===== src/rtl/core/char_lcd_nibble_sequencer_unit_macros.svh =====
// assertion helpers used by clns_ctrl
`ifndef CHAR_LCD_NIBBLE_SEQUENCER_UNIT_MACROS_SVH
`define CHAR_LCD_NIBBLE_SEQUENCER_UNIT_MACROS_SVH
`ifndef SYNTHESIS
`define CLNS_ASSERT_IMP(label, clk, rst_n, ante, cons) \
    label: assert property (@(posedge clk) disable iff (!rst_n) (ante) |-> (cons)) \
        else $error("assertion failed: same-cycle implication");
`define CLNS_ASSERT_NXT(label, clk, rst_n, ante, cons) \
    label: assert property (@(posedge clk) disable iff (!rst_n) (ante) |=> (cons)) \
        else $error("assertion failed: next-cycle implication");
`else
`define CLNS_ASSERT_IMP(label, clk, rst_n, ante, cons)
`define CLNS_ASSERT_NXT(label, clk, rst_n, ante, cons)
`endif
`endif


===== src/rtl/core/clns_pkg.sv =====
package clns_pkg;

    localparam int MAX_DIGITS  = 10;
    localparam int NUM_W       = 32;
    localparam int NUM_DIGITS  = 10;
    localparam int BCD_W       = 4 * NUM_DIGITS;
    localparam int CNT_W       = $clog2(NUM_W);
    localparam int IDX_W       = $clog2(NUM_DIGITS);
    localparam int HOLD_W      = 6;
    localparam int INIT_BYTES  = 9;
    localparam int CLEAR_BYTES = 2;

    localparam logic [2:0] OP_INIT   = 3'd0;
    localparam logic [2:0] OP_CMD    = 3'd1;
    localparam logic [2:0] OP_DATA   = 3'd2;
    localparam logic [2:0] OP_CLEAR  = 3'd3;
    localparam logic [2:0] OP_CURSOR = 3'd4;
    localparam logic [2:0] OP_PRINT  = 3'd5;

    localparam logic [1:0] ROW_ONE = 2'd1;
    localparam logic [1:0] ROW_TWO = 2'd2;

    localparam logic [1:0] STEP_HI_EN  = 2'd0;
    localparam logic [1:0] STEP_HI_LOW = 2'd1;
    localparam logic [1:0] STEP_LO_EN  = 2'd2;
    localparam logic [1:0] STEP_LO_LOW = 2'd3;

    localparam logic [HOLD_W-1:0] HOLD_EN_HIGH = 6'd1;
    localparam logic [HOLD_W-1:0] HOLD_EN_LOW  = 6'd2;

    localparam logic [7:0] ASCII_ZERO   = 8'h30;
    localparam logic [7:0] DDRAM_ROW1   = 8'h80;
    localparam logic [7:0] DDRAM_ROW2   = 8'hC0;
    localparam logic [7:0] DISP_CLEAR   = 8'h01;
    localparam logic [7:0] LCD_HOME     = 8'h80;

    typedef enum logic [2:0] {
        S_IDLE,
        S_START,
        S_CONV,
        S_SKIP,
        S_SEND
    } t_state;

    typedef struct packed {
        logic load;
        logic conv;
        logic skip;
        logic emit;
    } t_cmd;

    typedef struct packed {
        logic is_print;
        logic no_output;
        logic conv_done;
        logic skip_done;
        logic final_step;
    } t_sts;

    typedef struct packed {
        logic [7:0]        data;
        logic [HOLD_W-1:0] extra;
    } t_byte_ent;

    function automatic t_byte_ent init_entry(input logic [IDX_W-1:0] idx);
        t_byte_ent e;
        e.extra = '0;
        case (idx)
            4'd0: begin e.data = DISP_CLEAR; e.extra = 6'd2;  end
            4'd1: begin e.data = LCD_HOME;   e.extra = 6'd35; end
            4'd2: begin e.data = 8'h03;      e.extra = 6'd5;  end
            4'd3: e.data = 8'h33;
            4'd4: e.data = 8'h32;
            4'd5: e.data = 8'h28;
            4'd6: e.data = 8'h0C;
            4'd7: e.data = 8'h06;
            default: begin e.data = DISP_CLEAR; e.extra = 6'd2; end
        endcase
        return e;
    endfunction

    function automatic t_byte_ent clear_entry(input logic [IDX_W-1:0] idx);
        t_byte_ent e;
        e.extra = '0;
        case (idx)
            4'd0: begin e.data = DISP_CLEAR; e.extra = 6'd2; end
            default: e.data = LCD_HOME;
        endcase
        return e;
    endfunction

endpackage


===== src/rtl/core/clns_if.sv =====
interface clns_req_if;
    logic        valid;
    logic        ready;
    logic [2:0]  opcode;
    logic [7:0]  value_byte;
    logic [1:0]  row;
    logic [7:0]  column;
    logic [31:0] number;

    modport source (
        output valid, opcode, value_byte, row, column, number,
        input  ready
    );
    modport sink (
        input  valid, opcode, value_byte, row, column, number,
        output ready
    );
endinterface

interface clns_step_if;
    logic       valid;
    logic       ready;
    logic       reg_select;
    logic       read_write;
    logic       enable;
    logic [3:0] nibble;
    logic [5:0] hold_ms;
    logic       last;

    modport source (
        output valid, reg_select, read_write, enable, nibble, hold_ms, last,
        input  ready
    );
    modport sink (
        input  valid, reg_select, read_write, enable, nibble, hold_ms, last,
        output ready
    );
endinterface


===== src/rtl/core/clns_datapath.sv =====
module clns_datapath (
    input  logic                         i_clk,
    input  logic [2:0]                   i_opcode,
    input  logic [7:0]                   i_value_byte,
    input  logic [1:0]                   i_row,
    input  logic [7:0]                   i_column,
    input  logic [clns_pkg::NUM_W-1:0]   i_number,
    input  clns_pkg::t_cmd               i_cmd,
    output clns_pkg::t_sts               o_sts,
    output logic                         o_reg_select,
    output logic                         o_enable,
    output logic [3:0]                   o_nibble,
    output logic [clns_pkg::HOLD_W-1:0]  o_hold_ms,
    output logic                         o_last
);

    logic [2:0]                        r_op;
    logic [7:0]                        r_val;
    logic                              r_no_out;
    logic [clns_pkg::NUM_W-1:0]        r_bin;
    logic [clns_pkg::BCD_W-1:0]        r_bcd;
    logic [clns_pkg::CNT_W-1:0]        r_cnt;
    logic [clns_pkg::IDX_W-1:0]        r_idx;
    logic [1:0]                        r_step;
    logic                              r_rs;
    logic                              r_en;
    logic [3:0]                        r_nib;
    logic [clns_pkg::HOLD_W-1:0]       r_hold;
    logic                              r_last;

    logic [7:0]                        n_val;
    logic                              n_no_out;
    logic [clns_pkg::BCD_W-1:0]        adj;
    logic [3:0]                        digit;
    logic                              high_nonzero;
    clns_pkg::t_byte_ent               cur;
    logic                              last_byte;
    logic                              cur_rs;
    logic                              cur_en;
    logic [3:0]                        cur_nib;
    logic [clns_pkg::HOLD_W-1:0]       cur_hold;

    // request decode at load time
    always_comb begin
        if (i_opcode == clns_pkg::OP_CURSOR) begin
            n_val = ((i_row == clns_pkg::ROW_TWO) ? clns_pkg::DDRAM_ROW2 : clns_pkg::DDRAM_ROW1)
                    + i_column - 8'd1;
        end else begin
            n_val = i_value_byte;
        end
        n_no_out = (i_opcode > clns_pkg::OP_PRINT)
                || ((i_opcode == clns_pkg::OP_CURSOR)
                    && (i_row != clns_pkg::ROW_ONE) && (i_row != clns_pkg::ROW_TWO));
    end

    // double dabble correction, one add-3 per bcd digit
    always_comb begin
        for (int k = 0; k < clns_pkg::NUM_DIGITS; k++) begin
            if (r_bcd[4*k +: 4] >= 4'd5) begin
                adj[4*k +: 4] = r_bcd[4*k +: 4] + 4'd3;
            end else begin
                adj[4*k +: 4] = r_bcd[4*k +: 4];
            end
        end
    end

    assign digit = r_bcd[{r_idx, 2'b00} +: 4];

    // digits beyond the printed width mean no leading-zero suppression
    always_comb begin
        high_nonzero = 1'b0;
        for (int k = 0; k < clns_pkg::NUM_DIGITS; k++) begin
            if (k >= clns_pkg::MAX_DIGITS) begin
                high_nonzero = high_nonzero | (|r_bcd[4*k +: 4]);
            end
        end
    end

    always_comb begin
        cur.data  = r_val;
        cur.extra = '0;
        last_byte = 1'b1;
        case (r_op)
            clns_pkg::OP_INIT: begin
                cur       = clns_pkg::init_entry(r_idx);
                last_byte = (r_idx == clns_pkg::IDX_W'(clns_pkg::INIT_BYTES - 1));
            end
            clns_pkg::OP_CLEAR: begin
                cur       = clns_pkg::clear_entry(r_idx);
                last_byte = (r_idx == clns_pkg::IDX_W'(clns_pkg::CLEAR_BYTES - 1));
            end
            clns_pkg::OP_PRINT: begin
                cur.data  = clns_pkg::ASCII_ZERO | {4'h0, digit};
                last_byte = (r_idx == '0);
            end
            default: begin
                cur.data  = r_val;
                last_byte = 1'b1;
            end
        endcase
    end

    always_comb begin
        cur_rs  = (r_op == clns_pkg::OP_DATA) || (r_op == clns_pkg::OP_PRINT);
        cur_en  = (r_step == clns_pkg::STEP_HI_EN) || (r_step == clns_pkg::STEP_LO_EN);
        cur_nib = ((r_step == clns_pkg::STEP_LO_EN) || (r_step == clns_pkg::STEP_LO_LOW))
                  ? cur.data[3:0] : cur.data[7:4];
        if (r_step == clns_pkg::STEP_LO_LOW) begin
            cur_hold = clns_pkg::HOLD_EN_LOW + cur.extra;
        end else if (r_step == clns_pkg::STEP_HI_LOW) begin
            cur_hold = clns_pkg::HOLD_EN_LOW;
        end else begin
            cur_hold = clns_pkg::HOLD_EN_HIGH;
        end
    end

    always_ff @(posedge i_clk) begin
        if (i_cmd.load) begin
            r_op     <= i_opcode;
            r_val    <= n_val;
            r_no_out <= n_no_out;
            r_bin    <= i_number;
            r_bcd    <= '0;
            r_cnt    <= '0;
            r_idx    <= (i_opcode == clns_pkg::OP_PRINT)
                        ? clns_pkg::IDX_W'(clns_pkg::MAX_DIGITS - 1) : '0;
            r_step   <= clns_pkg::STEP_HI_EN;
        end else if (i_cmd.conv) begin
            r_bcd <= {adj[clns_pkg::BCD_W-2:0], r_bin[clns_pkg::NUM_W-1]};
            r_bin <= {r_bin[clns_pkg::NUM_W-2:0], 1'b0};
            r_cnt <= r_cnt + clns_pkg::CNT_W'(1);
        end else if (i_cmd.skip) begin
            r_idx <= r_idx - clns_pkg::IDX_W'(1);
        end else if (i_cmd.emit) begin
            if (r_step == clns_pkg::STEP_LO_LOW) begin
                r_step <= clns_pkg::STEP_HI_EN;
                r_idx  <= (r_op == clns_pkg::OP_PRINT) ? r_idx - clns_pkg::IDX_W'(1)
                                                       : r_idx + clns_pkg::IDX_W'(1);
            end else begin
                r_step <= r_step + 2'd1;
            end
        end
    end

    // output beat register
    always_ff @(posedge i_clk) begin
        if (i_cmd.emit) begin
            r_rs   <= cur_rs;
            r_en   <= cur_en;
            r_nib  <= cur_nib;
            r_hold <= cur_hold;
            r_last <= last_byte && (r_step == clns_pkg::STEP_LO_LOW);
        end
    end

    assign o_sts.is_print   = (r_op == clns_pkg::OP_PRINT);
    assign o_sts.no_output  = r_no_out;
    assign o_sts.conv_done  = (r_cnt == clns_pkg::CNT_W'(clns_pkg::NUM_W - 1));
    assign o_sts.skip_done  = (r_idx == '0) || (digit != 4'd0) || high_nonzero;
    assign o_sts.final_step = last_byte && (r_step == clns_pkg::STEP_LO_LOW);

    assign o_reg_select = r_rs;
    assign o_enable     = r_en;
    assign o_nibble     = r_nib;
    assign o_hold_ms    = r_hold;
    assign o_last       = r_last;

endmodule


===== src/rtl/core/clns_ctrl.sv =====
`include "char_lcd_nibble_sequencer_unit_macros.svh"

module clns_ctrl (
    input  logic            i_clk,
    input  logic            i_rst_n,
    input  logic            i_in_valid,
    output logic            o_in_ready,
    output logic            o_out_valid,
    input  logic            i_out_ready,
    output clns_pkg::t_cmd  o_cmd,
    input  clns_pkg::t_sts  i_sts
);

    clns_pkg::t_state r_state;
    clns_pkg::t_state n_state;
    logic             r_out_valid;
    logic             n_out_valid;
    clns_pkg::t_cmd   cmd;

    always_ff @(posedge i_clk) begin
        if (!i_rst_n) begin
            r_state     <= clns_pkg::S_IDLE;
            r_out_valid <= 1'b0;
        end else begin
            r_state     <= n_state;
            r_out_valid <= n_out_valid;
        end
    end

    always_comb begin
        n_state = r_state;
        unique case (r_state)
            clns_pkg::S_IDLE: begin
                if (i_in_valid) n_state = clns_pkg::S_START;
            end
            clns_pkg::S_START: begin
                if (i_sts.no_output)     n_state = clns_pkg::S_IDLE;
                else if (i_sts.is_print) n_state = clns_pkg::S_CONV;
                else                     n_state = clns_pkg::S_SEND;
            end
            clns_pkg::S_CONV: begin
                if (i_sts.conv_done) n_state = clns_pkg::S_SKIP;
            end
            clns_pkg::S_SKIP: begin
                if (i_sts.skip_done) n_state = clns_pkg::S_SEND;
            end
            clns_pkg::S_SEND: begin
                if (cmd.emit && i_sts.final_step) n_state = clns_pkg::S_IDLE;
            end
            default: n_state = clns_pkg::S_IDLE;
        endcase
    end

    always_comb begin
        o_in_ready = (r_state == clns_pkg::S_IDLE);
        cmd.load   = (r_state == clns_pkg::S_IDLE) && i_in_valid;
        cmd.conv   = (r_state == clns_pkg::S_CONV);
        cmd.skip   = (r_state == clns_pkg::S_SKIP) && !i_sts.skip_done;
        // a new beat goes out once the output register is empty or draining
        cmd.emit   = (r_state == clns_pkg::S_SEND) && (!r_out_valid || i_out_ready);
        if (cmd.emit) begin
            n_out_valid = 1'b1;
        end else if (i_out_ready) begin
            n_out_valid = 1'b0;
        end else begin
            n_out_valid = r_out_valid;
        end
    end

    assign o_cmd       = cmd;
    assign o_out_valid = r_out_valid;

    `CLNS_ASSERT_IMP(a_emit_needs_slot, i_clk, i_rst_n, cmd.emit, (!r_out_valid || i_out_ready))
    `CLNS_ASSERT_NXT(a_final_to_idle, i_clk, i_rst_n, (cmd.emit && i_sts.final_step), (r_state == clns_pkg::S_IDLE))
    `CLNS_ASSERT_NXT(a_accept_starts, i_clk, i_rst_n, (i_in_valid && o_in_ready), (r_state == clns_pkg::S_START))
    `CLNS_ASSERT_NXT(a_emit_shows, i_clk, i_rst_n, cmd.emit, r_out_valid)

endmodule


===== src/rtl/core/char_lcd_nibble_sequencer_unit.sv =====
// 4-bit character lcd pin sequencer
// i_req carries one request per beat: init, command byte, data byte, clear,
// set cursor or print number. o_step carries one pin step per beat: rs, rw,
// en level, the d7..d4 nibble, the hold time in ms and a last flag on the
// final step of the request. each byte goes out as four steps, high nibble
// first. set cursor on a row other than 1 or 2 and opcodes 6 and 7 give no
// steps at all.
// requests are handled one at a time; i_req.ready is high only when idle.
// after acceptance the request passes the start state; steps then go out one
// per cycle while o_step.ready stays high: command/data/cursor take 4 steps,
// clear 8 steps, init 36 steps. print number first runs a double dabble
// conversion of the 32-bit number, then a skip of up to 9 leading zeros,
// then 4 steps per digit.
// a stalled receiver freezes the sequence; the step in the output register
// is held. the next request is taken while the final step still waits.
// reset (synchronous, active low) returns to idle and drops o_step.valid.
module char_lcd_nibble_sequencer_unit (
    input  logic              i_clk,
    input  logic              i_rst_n,
    clns_req_if.sink          i_req,
    clns_step_if.source       o_step
);

    clns_pkg::t_cmd cmd;
    clns_pkg::t_sts sts;

    clns_ctrl u_ctrl (
        .i_clk       (i_clk),
        .i_rst_n     (i_rst_n),
        .i_in_valid  (i_req.valid),
        .o_in_ready  (i_req.ready),
        .o_out_valid (o_step.valid),
        .i_out_ready (o_step.ready),
        .o_cmd       (cmd),
        .i_sts       (sts)
    );

    clns_datapath u_datapath (
        .i_clk        (i_clk),
        .i_opcode     (i_req.opcode),
        .i_value_byte (i_req.value_byte),
        .i_row        (i_req.row),
        .i_column     (i_req.column),
        .i_number     (i_req.number),
        .i_cmd        (cmd),
        .o_sts        (sts),
        .o_reg_select (o_step.reg_select),
        .o_enable     (o_step.enable),
        .o_nibble     (o_step.nibble),
        .o_hold_ms    (o_step.hold_ms),
        .o_last       (o_step.last)
    );

    assign o_step.read_write = 1'b0;

endmodule


===== src/flat_wrapper.sv =====
// flat-port wrapper written by rule: the top's interface ports become plain ports
module char_lcd_nibble_sequencer_unit_flat 
  (i_clk, i_rst_n, i_req_valid, i_req_opcode, i_req_value_byte, i_req_row, i_req_column, i_req_number, i_req_ready, o_step_valid, o_step_reg_select, o_step_read_write, o_step_enable, o_step_nibble, o_step_hold_ms, o_step_last, o_step_ready);
  clns_req_if i_req_i ();
  clns_step_if o_step_i ();
  input  logic i_clk;
  input  logic i_rst_n;
  input wire logic [$bits(i_req_i.valid)-1:0] i_req_valid;
  input wire logic [$bits(i_req_i.opcode)-1:0] i_req_opcode;
  input wire logic [$bits(i_req_i.value_byte)-1:0] i_req_value_byte;
  input wire logic [$bits(i_req_i.row)-1:0] i_req_row;
  input wire logic [$bits(i_req_i.column)-1:0] i_req_column;
  input wire logic [$bits(i_req_i.number)-1:0] i_req_number;
  output wire logic [$bits(i_req_i.ready)-1:0] i_req_ready;
  output wire logic [$bits(o_step_i.valid)-1:0] o_step_valid;
  output wire logic [$bits(o_step_i.reg_select)-1:0] o_step_reg_select;
  output wire logic [$bits(o_step_i.read_write)-1:0] o_step_read_write;
  output wire logic [$bits(o_step_i.enable)-1:0] o_step_enable;
  output wire logic [$bits(o_step_i.nibble)-1:0] o_step_nibble;
  output wire logic [$bits(o_step_i.hold_ms)-1:0] o_step_hold_ms;
  output wire logic [$bits(o_step_i.last)-1:0] o_step_last;
  input wire logic [$bits(o_step_i.ready)-1:0] o_step_ready;
  assign i_req_i.valid = i_req_valid;
  assign i_req_i.opcode = i_req_opcode;
  assign i_req_i.value_byte = i_req_value_byte;
  assign i_req_i.row = i_req_row;
  assign i_req_i.column = i_req_column;
  assign i_req_i.number = i_req_number;
  assign i_req_ready = i_req_i.ready;
  assign o_step_valid = o_step_i.valid;
  assign o_step_reg_select = o_step_i.reg_select;
  assign o_step_read_write = o_step_i.read_write;
  assign o_step_enable = o_step_i.enable;
  assign o_step_nibble = o_step_i.nibble;
  assign o_step_hold_ms = o_step_i.hold_ms;
  assign o_step_last = o_step_i.last;
  assign o_step_i.ready = o_step_ready;
  char_lcd_nibble_sequencer_unit u_core (.i_clk(i_clk), .i_rst_n(i_rst_n), .i_req(i_req_i), .o_step(o_step_i));
endmodule

===== config.mk =====
export PLATFORM = sky130hd
export DESIGN_NAME = char_lcd_nibble_sequencer_unit_flat
export DESIGN_NICKNAME = d
export VERILOG_FILES = /design/src/rtl/core/clns_pkg.sv /design/src/rtl/core/clns_if.sv /design/src/rtl/core/clns_datapath.sv /design/src/rtl/core/clns_ctrl.sv /design/src/rtl/core/char_lcd_nibble_sequencer_unit.sv /design/src/flat_wrapper.sv
export VERILOG_INCLUDE_DIRS = /design/src /design/src/rtl/core
export SDC_FILE = /design/constraint.sdc
export NUM_CORES = 1
export LEC_CHECK = 0
export BUFFER_PORTS_ARGS = -buffer_cell sky130_fd_sc_hd__buf_4
export CORE_MARGIN = 5
export CORE_UTILIZATION = 30
export DETAILED_ROUTE_END_ITERATION = 10
export PLACE_DENSITY_LB_ADDON = 0.2
export SETUP_SLACK_MARGIN = 0.5
export SYNTH_ARGS = -nofsm -noshare
export SYNTH_HDL_FRONTEND = slang
export SYNTH_HIERARCHICAL = 1
export SYNTH_SLANG_ARGS = --single-unit
export TNS_END_PERCENT = 50

===== constraint.sdc =====
create_clock -name i_clk -period 4 [get_ports i_clk]
set_clock_uncertainty 0.1 [all_clocks]
set_input_delay 0.2 -clock i_clk [delete_from_list [all_inputs] [get_ports i_clk]]
set_output_delay 0.2 -clock i_clk [all_outputs]
set_load 0.02 [all_outputs]

==> impl_metrics.json <==
{
  "cts_setup_buffers": 0,
  "worst_ep_arrival_time_ns": 3.21,
  "fmax_mhz": 311,
  "wl_per_cell_um": 14.8,
  "setup_tns_ns": 0,
  "setup_violations": 0,
  "drive_gt1_share_pct": 20.1,
  "post-place-ws_ns": 0.767,
  "num_rows": 53,
  "netlist_instances": 630,
  "synth_common_cells": "60 x edfxtp_1, 51 x dfxtp_1, 42 x nand2_1, 42 x nor2_1",
  "hold_class": "in -> reg",
  "slew_violations": 0,
  "yosysWarnings": 6,
  "ys.flop_type": "edfxtp_1",
  "setup_slack_ns": 0.780,
  "clk_latency_ns": 0.35,
  "dp_cells": 947,
  "yosysMostFrequentCell": "edfxtp_1",
  "wl_um": 14300,
  "synth_seq_area_share_pct": 43.7,
  "synth_mux_area_share_pct": 12.2,
  "gp_congestion": 0.838,
  "multiInputGateArea_um2": 3340,
  "cts_buffer_depth": 2,
  "antenna_found_initial": 0,
  "regArea_um2": 2820,
  "track_usage_pct": 12.1,
  "worst-path-buf-inv": 1,
  "fin_cells": 968,
  "synth_simple_gate_area_share_pct": 14.7,
  "post-dp-hpwl_um": 10600,
  "synth_xor_area_share_pct": 4.07,
  "synth_top_family_by_area": "simple AND/OR/NAND/NOR gates",
  "maxCapViolCount": 0,
  "core_um2": 21100,
  "cts_tree": "built",
  "num_vias": 4697,
  "first_global_vias": 4727,
  "cp_cell_sequence": "buf_4 > mux4_1 > mux2_2 > nor2_1 > o2111ai_1 > nor2b_1 > and3b_2 > nor2_2 > mux2i_1 > xnor2_1 > o21ai_0",
  "worstPathRequired_ns": 3.99,
  "start_util_pct": 30.6,
  "rsz0062_at_grt": "no",
  "period_share_pct": 80.5,
  "startpoint_type": "register",
  "drtAntennaViolNets": 0,
  "utilization_pct": 35.8,
  "netlist_area_um2": 6460,
  "grt_pass1_wl_um": 23800,
  "place_area_um2": 7200,
  "setup.worst_path.class": "reg -> reg",
  "cp_slowest_cell": "mux4_1",
  "drcViolationCount": 0,
  "p_per_area_nw_per_um2": 345,
  "clk_pin_slew_worst_paths_ns": 0.07,
  "crit_path_max_incr_delay_ns": 0.58,
  "async_flop_share_pct": 0,
  "clock-sinks": 111,
  "drtPass1Iterations": 4,
  "yosys.area_share.adder_pct": 7.86,
  "period_needed_ns": 3.22,
  "synth_area_leader_cell": "edfxtp_1",
  "max_slew_margin_pct": 49.4,
  "cts.htree.levels": 3,
  "holdWs_ns": 0.0196,
  "leakage_nw": 2.89,
  "overflow": 0,
  "synth_nets": 727,
  "port_buffers": 70,
  "synth_compound_area_share_pct": 12.6,
  "synth_top_area_share_pct": 27.9,
  "fillers": 2117,
  "drtIter0Drc": 281,
  "cp_max_fo": 14,
  "worst_pin_slew_ns": 0.758,
  "worst_setup_path_end_kind": "register",
  "synth-edff-count": 60,
  "drt-vias-per-instance": 4.85,
  "ir_drop_mv": 0.208,
  "run_status": "completed",
  "path_delay_family": "multiplexers",
  "dieArea_um2": 24600,
  "power_mw": 2.61,
  "hold_violations": 0,
  "cts-root-buf": "clkbuf_16",
  "diodes": 0,
  "die_x_um": 157,
  "yosys-top-cells-area": "edfxtp_1 28%, dfxtp_1 16%, ha_1 7.6%, mux2_2 5.9%, mux2i_1 3.9%",
  "grt_max_degree": 76,
  "final_net_count": 785,
  "syn_to_final_growth_pct": 17.0,
  "syn_area_per_cell_um2": 10.3,
  "final_area_um2": 7560,
  "synth.distinct_cells": 66,
  "io_pins": 73,
  "cts_made_buffers": 9,
  "die_h_um": 157,
  "ys_seq_elements": 111
}
==> kinds of logic (layout without fill, tap and decap cells) <==
| kind of cell | after synthesis | after routing |
|---|---|---|
| fa+ha+maj | 40 | 40 |
| other cells | 2 | 2 |
| flops | 111 | 111 |
| buf+inv | 68 | 131 |
| xor+xnor | 30 | 30 |
| mux | 65 | 65 |
| compound gates | 131 | 131 |
| simple gates | 183 | 183 |
==> worst register-to-register path, stage by stage (launching register included) <==
cell and delay [ns]:
edfxtp_1 0.50, buf_4 0.29, mux4_1 0.58, mux2_2 0.29, nor2_1 0.11, o2111ai_1 0.16
nor2b_1 0.18, and3b_2 0.25, nor2_2 0.07, mux2i_1 0.18, xnor2_1 0.14, o21ai_0 0.09
==> power breakdown <==
part | switching [mW] | leakage, nW | internal, mW
clock network | 0.422 | 0.149 | 0.506
registers | 0.0441 | 0.986 | 1.28
logic | 0.183 | 1.75 | 0.167
total | 0.650 | 2.89 | 1.96
==> cell type report <==
| type | count | area share [%] |
|---|---|---|
| clock buffer | 10 | 3.16 |
| inverter | 35 | 1.74 |
| clock inverter | 6 | 0.877 |
| multi-input combinational | 451 | 44.2 |
| timing repair buffer | 80 | 8.11 |
| tap | 275 | 4.55 |
| sequential | 111 | 37.3 |
==> per-layer routing <==
layer,vias to the layer above,GRT usage [%],wire [um]
met4,0,4.96,379
met1,2214,15.5,6700
met5,-,0,0
met2,111,19.2,6500
met3,24,3.60,765
li1,2348,-,-
==> sequential cells by signal (all words and copies together) (netlist names), 2 cells and up <==
name and count:
u_core/u_ctrl/r_state 3, u_core/u_datapath/r_step 2, u_core/u_datapath/r_bin 32, u_core/u_datapath/r_bcd 40, u_core/u_datapath/o_nibble 4, u_core/u_datapath/r_val 8
u_core/u_datapath/o_hold_ms 5, u_core/u_datapath/r_cnt 5, u_core/u_datapath/r_op 3, u_core/u_datapath/r_idx 4
==> worst paths after layout <==
check	from	endpoint	slack [ns]	depth (start not counted)
setup / recovery	u_core/u_datapath/r_idx[0]$_DFFE_PP_	u_core/u_datapath/r_idx[3]$_DFFE_PP_	0.78	11
hold / removal	i_req_value_byte[5]	u_core/u_datapath/r_val[5]$_DFFE_PP_	0.02	2
setup reg to reg	u_core/u_datapath/r_idx[0]$_DFFE_PP_	u_core/u_datapath/r_idx[3]$_DFFE_PP_	0.78	11
hold reg to reg	u_core/u_datapath/r_bin[31]$_DFFE_PP_	u_core/u_datapath/r_bcd[0]$_SDFFE_PP0P_	0.39	2
==> cells in the final DEF, fill, tap and decap left out, types with 24 or more instances in the layout <==
| cell type | synthesis | layout |
|---|---|---|
| mux2i_1 | 25 | 25 |
| nor2_1 | 42 | 42 |
| inv_1 | 35 | 35 |
| ha_1 | 39 | 39 |
| dfxtp_1 | 51 | 51 |
| edfxtp_1 | 60 | 60 |
| nand2_1 | 42 | 42 |
| o21ai_0 | 35 | 35 |
| a21oi_1 | 39 | 39 |
| buf_4 | 5 | 75 |
| nand3_1 | 24 | 24 |
| nand2b_1 | 35 | 35 |
| mux2_2 | 34 | 34 |
==> what timing repair did <==
item,CTS,global route
hold buffers,5,0
gates resized for setup,0,0
hold endpoints to repair,5,0
Note: power is estimated with default switching activity, not from simulation.
